### src/rtl/jpeg_huffman_symbol_encoder_core_macros.svh
// ---------------------------------------------------------------------------
// Assertion macros for the JPEG Huffman symbol encoder
// Shared concurrent assertion forms, clocked on clk, disabled in reset.
// ---------------------------------------------------------------------------
`ifndef JPEG_HUFFMAN_SYMBOL_ENCODER_CORE_MACROS_SVH
`define JPEG_HUFFMAN_SYMBOL_ENCODER_CORE_MACROS_SVH

// Consequent must hold in the same cycle as the antecedent.
`define JHSE_ASSERT_SAME(label, clk, rst_n, ante, cons, msg) \
	label: assert property (@(posedge clk) disable iff (!rst_n) (ante) |-> (cons)) \
		else $error(msg);

// Consequent must hold in the cycle after the antecedent.
`define JHSE_ASSERT_NEXT(label, clk, rst_n, ante, cons, msg) \
	label: assert property (@(posedge clk) disable iff (!rst_n) (ante) |=> (cons)) \
		else $error(msg);

`endif

### src/rtl/jhse_pkg.sv
`timescale 1ns / 1ps
// ---------------------------------------------------------------------------
// JPEG Huffman symbol encoder package
// Shared widths, operation codes, the queued item type and helper functions.
// ---------------------------------------------------------------------------
package jhse_pkg;

	localparam int SYM_W     = 8;
	localparam int CODE_W    = 16;
	localparam int LEN_W     = 5;
	localparam int RUN_W     = 4;
	localparam int AMP_W     = 12;
	localparam int MAG_W     = 11;
	localparam int CAT_W     = 4;
	localparam int CHUNK_W   = 27;
	localparam int ENTRY_W   = LEN_W + CODE_W;
	localparam int DC_DEPTH  = 16;
	localparam int AC_DEPTH  = 256;
	localparam int QUEUE_DEPTH = 4;

	typedef enum logic [1:0] {
		OP_WR_DC  = 2'd0,
		OP_WR_AC  = 2'd1,
		OP_ENC_DC = 2'd2,
		OP_ENC_AC = 2'd3
	} jhse_op_t;

	// One classified request on its way from the front to the back.
	typedef struct packed {
		jhse_op_t          op;
		logic [SYM_W-1:0]  addr;
		logic [CODE_W-1:0] code;
		logic [LEN_W-1:0]  len;
		logic [CAT_W-1:0]  cat;
		logic [MAG_W-1:0]  extra;
		logic              bend;
	} jhse_item_t;

	// Magnitude category: position of the highest set bit, plus one.
	function automatic logic [CAT_W-1:0] jhse_category(input logic [MAG_W-1:0] mag);
		logic [CAT_W-1:0] cat;
		cat = '0;
		for (int i = 0; i < MAG_W; i++) begin
			if (mag[i]) begin
				cat = CAT_W'(i + 1);
			end
		end
		return cat;
	endfunction

endpackage

### src/rtl/jhse_queue.sv
`timescale 1ns / 1ps
// ---------------------------------------------------------------------------
// Request queue
// Small FIFO that decouples the front end from the table lookup.
// ---------------------------------------------------------------------------
module jhse_queue (
	input  logic                 clk,
	input  logic                 arst_n,
	input  logic                 push,
	input  jhse_pkg::jhse_item_t push_item,
	output logic                 full,
	output logic                 not_empty,
	input  logic                 pop,
	output jhse_pkg::jhse_item_t head
);
	import jhse_pkg::*;

	`include "jpeg_huffman_symbol_encoder_core_macros.svh"

	localparam int PTR_W = $clog2(QUEUE_DEPTH);
	localparam int CNT_W = $clog2(QUEUE_DEPTH + 1);

	jhse_item_t       entry_q [QUEUE_DEPTH];
	logic [PTR_W-1:0] wr_ptr_q;
	logic [PTR_W-1:0] rd_ptr_q;
	logic [CNT_W-1:0] count_q;

	assign full      = (count_q == CNT_W'(QUEUE_DEPTH));
	assign not_empty = (count_q != '0);
	assign head      = entry_q[rd_ptr_q];

	always_ff @(posedge clk) begin
		if (push) begin
			entry_q[wr_ptr_q] <= push_item;
		end
	end

	always_ff @(posedge clk or negedge arst_n) begin
		if (!arst_n) begin
			wr_ptr_q <= '0;
			rd_ptr_q <= '0;
			count_q  <= '0;
		end else begin
			if (push) begin
				wr_ptr_q <= wr_ptr_q + PTR_W'(1);
			end
			if (pop) begin
				rd_ptr_q <= rd_ptr_q + PTR_W'(1);
			end
			if (push && !pop) begin
				count_q <= count_q + CNT_W'(1);
			end else if (pop && !push) begin
				count_q <= count_q - CNT_W'(1);
			end
		end
	end

	`JHSE_ASSERT_SAME(a_no_overflow, clk, arst_n, push, !full || pop, "queue push while full")
	`JHSE_ASSERT_SAME(a_no_underflow, clk, arst_n, pop, not_empty, "queue pop while empty")

endmodule

### config.mk
export PLATFORM = sky130hd
export DESIGN_NAME = jhse_queue
export DESIGN_NICKNAME = d
export VERILOG_FILES = /design/src/rtl/jhse_pkg.sv /design/src/rtl/jhse_queue.sv
export VERILOG_INCLUDE_DIRS = /design/src /design/src/rtl
export SDC_FILE = /design/constraint.sdc
export NUM_CORES = 1
export LEC_CHECK = 0
export BUFFER_PORTS_ARGS = -buffer_cell sky130_fd_sc_hd__buf_2
export CELL_PAD_IN_SITES_DETAIL_PLACEMENT = 1
export CELL_PAD_IN_SITES_GLOBAL_PLACEMENT = 1
export CORE_UTILIZATION = 26
export CTS_CLUSTER_DIAMETER = 40
export DETAILED_ROUTE_END_ITERATION = 16
export GPL_TIMING_DRIVEN = 0
export HOLD_SLACK_MARGIN = 0.08
export PLACE_DENSITY = 0.48
export SLEW_MARGIN = 20
export SYNTH_ARGS = -nofsm -noshare
export SYNTH_HDL_FRONTEND = slang
export SYNTH_SLANG_ARGS = --single-unit
### constraint.sdc
create_clock -name clk -period 2.9 [get_ports clk]
set_input_delay 0.145 -clock clk [delete_from_list [all_inputs] [get_ports clk]]
set_output_delay 0.145 -clock clk [all_outputs]
set_load 0.03 [all_outputs]
Yosys cells after proc, flatten, opt, wreduce, memory -nomap -nowiden
Memories as Yosys holds them, arrays and structs flattened.
Cells that the tools add are included.
{"block": "totals", "mem_count": 1, "ramBits": 188, "word_cells": 19, "reg_bits": 7}
{"name": "entry_q", "words": 4, "width": 47, "rd": 1, "rd_clocked_by_memory_dff": 0, "wr": 1, "line_no": "jhse_queue.sv:23", "source": "jhse_item_t entry_q [QUEUE_DEPTH];"}
{"block": "classes", "mux": 4, "eq_ne": 1, "n_addsub": 4, "reduce_logical": 6}
{"cell": "3-bit 2-to-1 mux", "count": 2}
{"cell": "2-bit by 1-bit adder with 2-bit output, second input constant", "count": 2}
{"cell": "3-bit by 1-bit adder with 3-bit output, second input constant", "count": 1}
{"cell": "3-bit == test, second input constant", "count": 1}
{"cell": "3-bit nonzero test", "count": 1}
{"cell": "3-bit by 1-bit subtractor with 3-bit output, second input constant", "count": 1}
{"cell": "1-bit logical AND", "count": 2}
{"cell": "1-bit zero test", "count": 2}
{"cell": "1-bit 2-to-1 mux", "count": 2}
{"cell": "2-bit nonzero test", "count": 1}

Longest topological paths before layout
{"block": "logic_depth", "ltp_word": 4, "mapped_depth": 7}

Worst setup path before layout
No wires, ideal clock.
{"block": "synth_path", "path_kind": "reg2reg", "from": "reg wr_ptr_q[0]", "to": "mem entry_q[2][0] in the netlist's numbering (enable)", "path_stages_with_launch": 4, "setup_ps": 409, "required_time_ps": 2491, "arrival_ps": 1740, "setup_slack_ps": 751, "n_path_buf": 0, "cell_sequence": "dfrtp_1 inv_1 ha_1 and2_1"}
{"item": "start, declared", "line_no": "jhse_queue.sv:24", "source": "logic [PTR_W-1:0] wr_ptr_q;"}
{"item": "start signal, assigned", "line_no": "jhse_queue.sv:45", "source": "wr_ptr_q <= wr_ptr_q + PTR_W'(1);"}
{"item": "end, declared", "line_no": "jhse_queue.sv:23"}
No word-level cell before the write port.

==> results.tsv <==
metric	value	unit
synth.yosys.warnings	0	
drc_errors_left	0	
worstHoldStart	push_item[30]	
grt_pass1_wl	22600	um
crit_start	rd_ptr_q[1]	
cp.arrival	2.03	ns
outcome	completed	
power.ir.vdd_worst	0.000364	V
worst_setup_hold_path_clk_slew	0.07	ns
reg2reg_from	wr_ptr_q[0]	
hpwl	8830	um
worstSetupStartpointType	register	
required_time_of_the_worst_setup_path	2.76	ns
synthDominantCellAreaShare	78.4	%
postSynthRegisterBits	195	
antenna_found_initial	0	
report.final.hold_viol_count	0	
htreeDepth	4	
fraction_of_synthesis_flops_using_an_asynchronous_set_or_reset_pin	3.59	%
clock_power_share	24.8	%
clock.fmax	0.460	GHz
yosys_most_used_dff	sky130_fd_sc_hd__edfxtp_1	
p_switching	3.32	mW
cell_types_occupying_the_most_area_after_synthesis	sky130_fd_sc_hd__edfxtp_1, sky130_fd_sc_hd__mux4_2, sky130_fd_sc_hd__dfrtp_1	
drv.max_cap_violation_count	0	
floorplan.io_pins	100	
wirelength	14800	um
grt_pass1_vias	3902	
avgViaCountPerCell	4.23	
design.final.nets	511	
die-width	168	um
post-place-cells	724	
globalRoute.totalOverflow	0	
cts_inserted_buffers	17	
pwr_density_cell	1030	nW/um^2
detailedRoute.firstIterationViolations	132	
buffer_ports.inserted	99	
area_overhead_vs_synth	30.1	%
synth.cells.most_frequent	sky130_fd_sc_hd__edfxtp_1, sky130_fd_sc_hd__mux4_2, sky130_fd_sc_hd__dfrtp_1	
setup_viol_count_final	0	
post_dp_cell_area	8240	sq um
drive_above_1_share	41.5	%
place_congestion	0.662	
syn-num-nets	337	
floorplan.die.height	168	um
end_kind	output port	
fill_cells	2688	
clk-insertion-delay-late	0.42	ns
cts-root-buf	sky130_fd_sc_hd__clkbuf_16	
post-synth-top-area-cell	sky130_fd_sc_hd__edfxtp_1	
final_cell_count_no_fill	808	
post-cts-setup-buffer-count	0	
worstPathMaxFanout	10	
worstMarginPinSlew	0.753	ns
fin_crit_sh	74.9	%
total_leakage_power	3.23	nW
tritoncts	yes	
drt-pass1-iter-count	4	
design.core.area	27000	sq um
syn_area_per_cell	25.7	sq um
largest_net_degree_at_the_start_of_global_routing	37	
post_synth_inst_count	280	
design_area	9360	sq um
seqPwrFrac	39.7	%
synth_enable_flop_cells	188	
seq_area_frac_synth	80.8	%
initial_standard_cell_utilization_of_the_core	26.6	%
hold_path.class	in2reg	
grt_use_total	11.1	%
setup_repair_after_global_routing_missed_its_margin	no	
power_frac_comb	35.5	%
post_synth_instance_area	7200	sq um
clock-skew-final	0.00922	ns
internal-power	6.30	mW
crit_type	reg2out	
wire_per_inst	18.3	um
route.vias.total	3414	
cts_buffer_depth	2	
yosys.cell_count.top_type	sky130_fd_sc_hd__edfxtp_1	
route.antenna.remaining_nets	0	
synth_cell_types	21	
swShare	34.5	%
cts.sink_count	195	
worst_slew_margin_rel	49.8	%
drv_slew	0	
post-route-min-period	2.17	ns
fp.dieArea	28400	sq um
antenna_cells_inserted	0	
placement_rows	60	
-- routing by layer --
metal,vias up,routed length (um),GRT usage [%]
met5,-,0,0
met4,0,166,3.08
met3,14,588,3.06
met2,75,7540,19.2
met1,1794,6470,13.4
li1,1531,-,-
-- flip-flops by register name, summed over array words and instances (netlist names) --
register	count
count_q	3
entry_q	188
rd_ptr_q	2
wr_ptr_q	2
-- per-stage QoR --
stage	setup WS, ns	total power [mW]	setup TNS (ns)	hold WS [ns]	utilization [%]
2_1_floorplan	0.751	6.25	0	-0.151	-
3_3_place_gp	-0.492	7.27	-85.05	-0.0110	30.1
3_5_place_dp	1.06	7.38	0	-0.000888	30.5
4_1_cts	0.608	9.85	0	0.446	34.6
5_1_grt	0.546	10.1	0	0.459	34.6
6_report	0.726	9.61	0	0.462	34.6
-- worst max-delay path: stages (launching register included) --
cell	delay, ns
sky130_fd_sc_hd__dfrtp_1	0.36
sky130_fd_sc_hd__buf_2	0.31
sky130_fd_sc_hd__buf_2	0.37
sky130_fd_sc_hd__mux4_2	0.37
sky130_fd_sc_hd__buf_2	0.20
-- layout by cell type, fill, tap and decap left out, types with 2 or more instances in the layout --
cell                            synthesis  layout
sky130_fd_sc_hd__clkbuf_1               2       2
sky130_fd_sc_hd__dlygate4sd3_1          0      52
sky130_fd_sc_hd__ha_1                   5       5
sky130_fd_sc_hd__buf_2                  3     102
sky130_fd_sc_hd__clkinv_2               0       2
sky130_fd_sc_hd__buf_4                  3       3
sky130_fd_sc_hd__inv_8                  0       3
sky130_fd_sc_hd__inv_1                  4       4
sky130_fd_sc_hd__clkinvlp_4             0       4
sky130_fd_sc_hd__buf_16                 0       4
sky130_fd_sc_hd__mux4_1                 2       2
sky130_fd_sc_hd__xnor2_1                2       2
sky130_fd_sc_hd__dfrtp_1                7       7
sky130_fd_sc_hd__inv_6                  0       2
sky130_fd_sc_hd__mux4_2                45      45
sky130_fd_sc_hd__and2_4                 0       4
sky130_fd_sc_hd__clkbuf_16              0      17
sky130_fd_sc_hd__nand2_1                2       2
sky130_fd_sc_hd__bufinv_16              0       2
sky130_fd_sc_hd__xor2_1                 4       4
sky130_fd_sc_hd__edfxtp_1             188     188
sky130_fd_sc_hd__buf_12                 2       2
-- worst paths after layout --
path	end	cells after the start	slack (ns)
max	head[19]	4	0.73
min	entry_q[2][30]	2	0.46
max reg2reg	entry_q[2][5]	4	1.29
min reg2reg	count_q[2]	1	0.51
max in group asynchronous	wr_ptr_q[1]	4	1.44
min in group asynchronous	rd_ptr_q[0]	3	0.61
-- power groups by stage --
stage | Combinational, mW | Sequential [mW] | Clock, mW
6_report | 3.41 | 3.82 | 2.38
5_1_grt | 3.70 | 3.87 | 2.55
4_1_cts | 3.55 | 3.83 | 2.47
3_5_place_dp | 3.49 | 3.89 | 0
3_3_place_gp | 3.36 | 3.91 | 0
2_1_floorplan | 2.39 | 3.86 | 0
-- final cells by class --
| type | count | area, sq um | area share (%) |
|---|---|---|---|
| buffer | 11 | 96.3 | 1.03 |
| clock buffer | 17 | 425 | 4.54 |
| clock inverter | 15 | 176 | 1.88 |
| inverter | 4 | 15.0 | 0.160 |
| multi-input combinational | 70 | 1280 | 13.6 |
| sequential | 195 | 5820 | 62.2 |
| tap | 341 | 427 | 4.56 |
| timing repair buffer | 155 | 1130 | 12.0 |
-- cells by family (layout without fill, tap and decap cells) --
kind of cell / count (synthesis) / count (layout) / synth area share (%)
compound gates: 1 / 1 / 0.0695
simple gates: 9 / 9 / 0.695
buf+inv: 15 / 202 / 1.55
flops: 195 / 195 / 80.8
mux: 48 / 48 / 15.0
fa+ha+maj: 6 / 6 / 1.15
xor+xnor: 6 / 6 / 0.730
-- repair_timing --
item                                   in CTS  in global routing
endpoints found under the hold margin     199                  0
resized for setup                           0                  0
hold buffers                               52                  0
Note: power is estimated with default switching activity, not from simulation.
