==> src/rtl/jpeg_huffman_symbol_encoder_core_macros.svh <==
// ---------------------------------------------------------------------------
// Assertion macros for the JPEG Huffman symbol encoder
// Shared concurrent assertion forms, clocked on clk, disabled in reset.
// ---------------------------------------------------------------------------
`ifndef JPEG_HUFFMAN_SYMBOL_ENCODER_CORE_MACROS_SVH
`define JPEG_HUFFMAN_SYMBOL_ENCODER_CORE_MACROS_SVH

// Consequent must hold in the same cycle as the antecedent.
`define JHSE_ASSERT_SAME(label, clk, rst_n, ante, cons, msg) \
	label: assert property (@(posedge clk) disable iff (!rst_n) (ante) |-> (cons)) \
		else $error(msg);

// Consequent must hold in the cycle after the antecedent.
`define JHSE_ASSERT_NEXT(label, clk, rst_n, ante, cons, msg) \
	label: assert property (@(posedge clk) disable iff (!rst_n) (ante) |=> (cons)) \
		else $error(msg);

`endif

==> src/rtl/jhse_pkg.sv <==
`timescale 1ns / 1ps
// ---------------------------------------------------------------------------
// JPEG Huffman symbol encoder package
// Shared widths, operation codes, the queued item type and helper functions.
// ---------------------------------------------------------------------------
package jhse_pkg;

	localparam int SYM_W     = 8;
	localparam int CODE_W    = 16;
	localparam int LEN_W     = 5;
	localparam int RUN_W     = 4;
	localparam int AMP_W     = 12;
	localparam int MAG_W     = 11;
	localparam int CAT_W     = 4;
	localparam int CHUNK_W   = 27;
	localparam int ENTRY_W   = LEN_W + CODE_W;
	localparam int DC_DEPTH  = 16;
	localparam int AC_DEPTH  = 256;
	localparam int QUEUE_DEPTH = 4;

	typedef enum logic [1:0] {
		OP_WR_DC  = 2'd0,
		OP_WR_AC  = 2'd1,
		OP_ENC_DC = 2'd2,
		OP_ENC_AC = 2'd3
	} jhse_op_t;

	// One classified request on its way from the front to the back.
	typedef struct packed {
		jhse_op_t          op;
		logic [SYM_W-1:0]  addr;
		logic [CODE_W-1:0] code;
		logic [LEN_W-1:0]  len;
		logic [CAT_W-1:0]  cat;
		logic [MAG_W-1:0]  extra;
		logic              bend;
	} jhse_item_t;

	// Magnitude category: position of the highest set bit, plus one.
	function automatic logic [CAT_W-1:0] jhse_category(input logic [MAG_W-1:0] mag);
		logic [CAT_W-1:0] cat;
		cat = '0;
		for (int i = 0; i < MAG_W; i++) begin
			if (mag[i]) begin
				cat = CAT_W'(i + 1);
			end
		end
		return cat;
	endfunction

endpackage

==> src/rtl/jhse_symbol_if.sv <==
`timescale 1ns / 1ps
// ---------------------------------------------------------------------------
// Symbol request channel
// Valid/ready channel carrying one table write or encode request.
// ---------------------------------------------------------------------------
interface jhse_symbol_if;
	logic                              valid;
	logic                              ready;
	logic [1:0]                        op;
	logic [jhse_pkg::SYM_W-1:0]        table_symbol;
	logic [jhse_pkg::CODE_W-1:0]       code_bits;
	logic [jhse_pkg::LEN_W-1:0]        code_length;
	logic [jhse_pkg::RUN_W-1:0]        run_length;
	logic signed [jhse_pkg::AMP_W-1:0] amplitude;
	logic                              block_end_in;

	modport source (
		output valid, op, table_symbol, code_bits, code_length, run_length,
			amplitude, block_end_in,
		input  ready
	);

	modport sink (
		input  valid, op, table_symbol, code_bits, code_length, run_length,
			amplitude, block_end_in,
		output ready
	);
endinterface

==> src/rtl/jhse_front.sv <==
`timescale 1ns / 1ps
// ---------------------------------------------------------------------------
// Encoder front end
// Accepts requests, normalizes table writes and classifies amplitudes.
// ---------------------------------------------------------------------------
module jhse_front #(
	parameter int MAX_CODE_LEN = 16,
	parameter int AMP_BITS     = 11
) (
	jhse_symbol_if.sink          symbol,
	input  logic                 queue_full,
	output logic                 push,
	output jhse_pkg::jhse_item_t push_item
);
	import jhse_pkg::*;

	localparam int AMP_LIM = (AMP_BITS >= 11) ? 2047 : ((1 << AMP_BITS) - 1);

	logic              neg;
	logic [AMP_W-1:0]  mag_raw;
	logic [MAG_W-1:0]  mag;
	logic [CAT_W-1:0]  cat;
	logic [MAG_W-1:0]  extra;
	logic [LEN_W-1:0]  len_sat;
	logic [CODE_W-1:0] code_mask;
	jhse_op_t          op;
	logic              drop;

	assign op = jhse_op_t'(symbol.op);

	// Negating the most negative value wraps back to 0x800, its true magnitude.
	assign neg     = symbol.amplitude[AMP_W-1];
	assign mag_raw = neg ? (AMP_W'(0) - symbol.amplitude) : symbol.amplitude;
	assign mag     = (mag_raw > AMP_W'(AMP_LIM)) ? MAG_W'(AMP_LIM) : mag_raw[MAG_W-1:0];
	assign cat     = jhse_category(mag);
	assign extra   = neg ? (~mag & ~({MAG_W{1'b1}} << cat)) : mag;

	assign len_sat   = (symbol.code_length > LEN_W'(MAX_CODE_LEN)) ?
		LEN_W'(MAX_CODE_LEN) : symbol.code_length;
	assign code_mask = ~({CODE_W{1'b1}} << len_sat);

	// DC writes beyond the sixteen categories are accepted and discarded.
	assign drop = (op == OP_WR_DC) && (symbol.table_symbol >= SYM_W'(DC_DEPTH));

	assign symbol.ready = !queue_full;
	assign push         = symbol.valid && !queue_full && !drop;

	always_comb begin
		push_item       = '0;
		push_item.op    = op;
		push_item.code  = symbol.code_bits & code_mask;
		push_item.len   = len_sat;
		push_item.cat   = cat;
		push_item.extra = extra;
		push_item.bend  = symbol.block_end_in;
		case (op)
			OP_WR_DC, OP_WR_AC: push_item.addr = symbol.table_symbol;
			OP_ENC_DC:          push_item.addr = SYM_W'(cat);
			OP_ENC_AC:          push_item.addr = {symbol.run_length, cat};
			default:            push_item.addr = symbol.table_symbol;
		endcase
	end

endmodule

==> src/flat_wrapper.sv <==
// flat-port wrapper written by rule: the top's interface ports become plain ports
module jhse_front_flat import jhse_pkg::*;
#(
	parameter int MAX_CODE_LEN = 16,
	parameter int AMP_BITS     = 11
)
  (queue_full, push, push_item, symbol_valid, symbol_op, symbol_table_symbol, symbol_code_bits, symbol_code_length, symbol_run_length, symbol_amplitude, symbol_block_end_in, symbol_ready);
  jhse_symbol_if symbol_i ();
  input  logic queue_full;
  output logic push;
  output jhse_pkg::jhse_item_t push_item;
  input wire logic [$bits(symbol_i.valid)-1:0] symbol_valid;
  input wire logic [$bits(symbol_i.op)-1:0] symbol_op;
  input wire logic [$bits(symbol_i.table_symbol)-1:0] symbol_table_symbol;
  input wire logic [$bits(symbol_i.code_bits)-1:0] symbol_code_bits;
  input wire logic [$bits(symbol_i.code_length)-1:0] symbol_code_length;
  input wire logic [$bits(symbol_i.run_length)-1:0] symbol_run_length;
  input wire logic [$bits(symbol_i.amplitude)-1:0] symbol_amplitude;
  input wire logic [$bits(symbol_i.block_end_in)-1:0] symbol_block_end_in;
  output wire logic [$bits(symbol_i.ready)-1:0] symbol_ready;
  assign symbol_i.valid = symbol_valid;
  assign symbol_i.op = symbol_op;
  assign symbol_i.table_symbol = symbol_table_symbol;
  assign symbol_i.code_bits = symbol_code_bits;
  assign symbol_i.code_length = symbol_code_length;
  assign symbol_i.run_length = symbol_run_length;
  assign symbol_i.amplitude = symbol_amplitude;
  assign symbol_i.block_end_in = symbol_block_end_in;
  assign symbol_ready = symbol_i.ready;
  jhse_front #(.MAX_CODE_LEN(MAX_CODE_LEN), .AMP_BITS(AMP_BITS)) u_core (.symbol(symbol_i), .queue_full(queue_full), .push(push), .push_item(push_item));
endmodule
==> config.mk <==
export PLATFORM = sky130hd
export DESIGN_NAME = jhse_front_flat
export DESIGN_NICKNAME = d
export VERILOG_FILES = /design/src/rtl/jpeg_huffman_symbol_encoder_core_macros.svh /design/src/rtl/jhse_pkg.sv /design/src/rtl/jhse_symbol_if.sv /design/src/rtl/jhse_front.sv /design/src/flat_wrapper.sv
export SDC_FILE = /design/constraint.sdc
export NUM_CORES = 1
export LEC_CHECK = 0
export ABC_AREA = 1
export BUFFER_PORTS_ARGS = -buffer_cell sky130_fd_sc_hd__buf_2
export CORE_MARGIN = 4
export CORE_UTILIZATION = 41
export DETAILED_ROUTE_END_ITERATION = 10
export PLACE_DENSITY_LB_ADDON = 0.2
export SYNTH_ARGS = -nofsm -noshare
export SYNTH_HDL_FRONTEND = slang
export SYNTH_SLANG_ARGS = --single-unit
==> constraint.sdc <==
create_clock -name vclk -period 2.6
set_input_delay 0.39 -clock vclk [all_inputs]
set_output_delay 0.39 -clock vclk [all_outputs]
set_load 0.1 [all_outputs]
## Yosys cells after proc, flatten, opt, wreduce, memory -nomap -nowiden

Cells that the tools add are included.

- Flip-flop bits (word level): 0
- Bits in latches: 0
- Memory bits (writable): 0
- ROM bits: 0
- Input bits: 50
- Output and inout port bits: 49
- Word-level logic and storage cells: 37
- Memories: 0

- $add $sub $neg: 1
- $mul: 0
- Divide/modulo/power cells: 0
- Magnitude comparators: 3
- Eq/ne operators: 3
- Shifts and indexed selects: 2
- Multiplexer cells: 16
- Bitwise gates (word level): 5
- Reduce and logical (&&, ||, !) cells: 7

Operator list:

| operator | count |
|---|---|
| $pmux 8 s3 | 1 |
| $mux 11 | 2 |
| $not 11->11 | 2 |
| $and 16x16->16 | 1 |
| $mux 4 | 4 |
| $not 16->16 | 1 |
| $shl 16x5->16 const A | 1 |
| $gt 12x11->1 const B | 1 |
| $mux 12 | 1 |
| $mux 3 | 4 |
| $sub 1x12->12 const A | 1 |
| $and 11x11->11 | 1 |
| $shl 11x4->11 const A | 1 |
| $ge 8x5->1 const B | 1 |
| $gt 5x5->1 const B | 1 |
| $mux 5 | 1 |
| $eq 2x2->1 const B | 2 |
| $mux 2 | 2 |
| $logic_and 1x1->1 | 3 |
| $eq 2x1->1 const B | 1 |
| $logic_not 1->1 | 2 |
| $logic_not 2->1 | 1 |
| $reduce_or 2->1 | 1 |
| $mux 1 | 1 |

## Longest topological paths before layout

- Depth after elaboration: 19
- Mapped depth: 19
- Mapped depth without buffers: 19

## Worst setup path after synthesis

Ideal clock, no wire load.

- Path type: input to output
- Start point: input port symbol_code_length[4]
- End point: output port push_item[25] in the netlist's numbering
- Arrival: 4.427 ns
- Data required time: 2.210 ns
- Path slack: -2.217 ns
- Stages: 4
- Path buffers: 1
- Path through: clkbuf_1 > nor2_1 > o21ai_0 > a21boi_0

RTL lines:

| what | line | RTL |
|---|---|---|
| from (decl) | flat_wrapper.sv:16 | `input wire logic [$bits(symbol_i.code_length)-1:0] symbol_code_length;` |
| to (decl) | flat_wrapper.sv:11 | `output jhse_pkg::jhse_item_t push_item;` |

==> results.cfg <==
[power_and_ir_drop]
peakVddDrop_v = 0.000472
powerDensity_nw_per_um2 = 387
total_power_mw = 0.950
power_leakage_nw = 1.39

[placed_design]
gp_congestion = 0.859
port_buffers = 97
hpwlAfterDp_um = 3760

[timing]
max_freq_mhz = 355
setup_viol = 14
slew_viol_final = 0
grt_setup_unrepaired = yes
layout_setup_ws_ns = -0.214
max-slew-margin-rel = 0.609
worst_pin_slew_ns = 0.584
fin_crit_ns = 2.81
setup_tns_ns = -1.18
finalHoldViolCount = 0
post-route-period-util = 1.08

[floorplan]
core_area_um2 = 2570
die-area_um2 = 3690
rows = 18
start_util = 0.445
die_h_um = 60.8
io_pins = 99
die_w_um = 60.8

[route]
dr.pass1.iters = 6
antenna_left = 0
totalWireLength_um = 7610
wl_per_cell_um = 19.7
drc = 0
via_per_inst = 6.23
first_iter_violations = 301
num_vias = 2406

[global_routing]
antenna_found_initial = 0
grt_remaining_overflow = 0
grt_usage = 0.240
grt_pass1_vias = 1736
grt_pass1_wl_um = 7160
grt_max_degree = 19

[synthesis]
syn_area_um2 = 1140
synth.avg_cell_area_um2 = 4.76
syn_nets = 291
ys_seq_area_frac = 0
ys_types = 26
synthCells = 240
yosysWarningCount = 0

[critical_path]
start_kind = input pin
cp_max_fo = 3
end_kind = output pin
critPathKind = input pin to output pin
arrival_ns = 2.42
critPathRequiredTime_ns = 2.21
crit_end = push_item[1]
startpoint = symbol_amplitude[1]

[final_layout]
design.seq.count = 0
layout.nets = 409
syn_to_final_growth_pct = 115
drive_gt1_frac = 0.587
diodes = 0
final_core_util = 0.957
clockBufferCount = 0
regArea_um2 = 0

[run_status]
status = finished, violations left
violations = negative setup slack

[min_path]
hp-class = input pin to output pin

[clock_network]
ctsHoldBuffers = 0

[flow_run]
maxCapViolCount = 0
-- routing by layer --
layer / global-route usage / vias up / wire (µm)
met1: 0.304 / 1072 / 2470
met5: 0 / - / 0
met3: 0.0191 / 83 / 788
met4: 0.0124 / 0 / 590
met2: 0.461 / 275 / 3770
li1: - / 976 / -
-- critical path: stages --
cell     delay, ns
buf_6         0.09
inv_4         0.05
ha_4          0.18
nor2_2        0.17
xor2_2        0.23
nand2_1       0.15
nand2_1       0.10
nand2_1       0.07
nand2_1       0.07
nand2_1       0.08
nand2_1       0.08
nand2_2       0.08
buf_4         0.16
nor2_1        0.13
nand2_1       0.11
nand2_2       0.09
nand2_4       0.05
buf_12        0.16
-- Yosys cell counts (all sizes together) --
| library cell | number | share of area |
|---|---|---|
| nand2 | 73 | 0.26 |
| inv | 49 | 0.16 |
| nor2 | 39 | 0.16 |
| nand3 | 26 | 0.14 |
| o21ai | 19 | 0.083 |
| a21oi | 6 | 0.026 |
| buf | 6 | 0.043 |
| clkbuf | 5 | 0.016 |
| a21boi | 3 | 0.020 |
| nand4 | 3 | 0.016 |
| nor3 | 2 | 0.0088 |
| o211ai | 2 | 0.013 |
| a211oi | 1 | 0.0066 |
| a31oi | 1 | 0.0055 |
| ha | 1 | 0.011 |
| nor3b | 1 | 0.0066 |
| nor4 | 1 | 0.0055 |
| o311a | 1 | 0.0088 |
| xor2 | 1 | 0.014 |
-- cell usage in the layout (no fill, tap or decap), types with 4 or more instances in the layout --
master	netlist	final
buf_2	0	77
nand2_1	64	46
nand3_2	5	6
buf_12	0	17
nor2_2	2	8
nor2_4	4	11
buf_4	5	29
nor2_1	33	20
buf_6	1	4
o21ai_2	0	4
nand2_2	9	18
nand2_4	0	8
nand3_1	21	17
inv_2	4	6
inv_1	45	39
o21ai_0	17	12
-- report_power, final --
group,internal (mW),switching (mW),leakage [nW]
registers,0,0,0
logic,0.261,0.689,1.39
clock network,0,0,0
-- how the worst min path moves through the flow --
stage,depth (start not counted),startpoint,endpoint,slack (ns)
after global placement,0,symbol_block_end_in,push_item[0],0.78
after global routing,0,symbol_block_end_in,push_item[0],0.78
after floorplan,2,symbol_code_bits[10],push_item[31],0.99
after CTS,0,symbol_block_end_in,push_item[0],0.78
final,0,symbol_block_end_in,push_item[0],0.78
after detailed placement,0,symbol_block_end_in,push_item[0],0.78
-- through the flow --
stage / hold WS (ns) / worst slack, ns / cells / cell area, µm²
2_1_floorplan: 0.989 / -0.673 / 240 / 1380
3_3_place_gp: 0.781 / -0.00301 / 371 / 2180
3_5_place_dp: 0.781 / -0.0754 / 371 / 2180
4_1_cts: 0.781 / 0.0162 / 372 / 2220
5_1_grt: 0.781 / -0.343 / 386 / 2460
6_report: 0.781 / -0.214 / 386 / 2460
-- cells by family (layout without fill, tap and decap cells) --
logic type / after synthesis / after routing / synth area share
simple gates: 145 / 145 / 0.591
buf+inv: 60 / 176 / 0.220
compound gates: 33 / 33 / 0.163
fa+ha+maj: 1 / 1 / 0.0110
xor+xnor: 1 / 1 / 0.0142
-- final cells by class --
type	count	area, µm²
Fill cell	71	111
Inverter	49	199
Multi-Input combinational cell	180	1230
Tap cell	30	37.5
Timing Repair Buffer	127	988
-- what timing repair did --
item                                    in CTS  in global routing
gates resized for setup                      9                 40
setup buffers                                1                 14
endpoints found under the setup margin       7                 13
pin swaps                                    5                 21
Power figures use the tool's default switching activity.
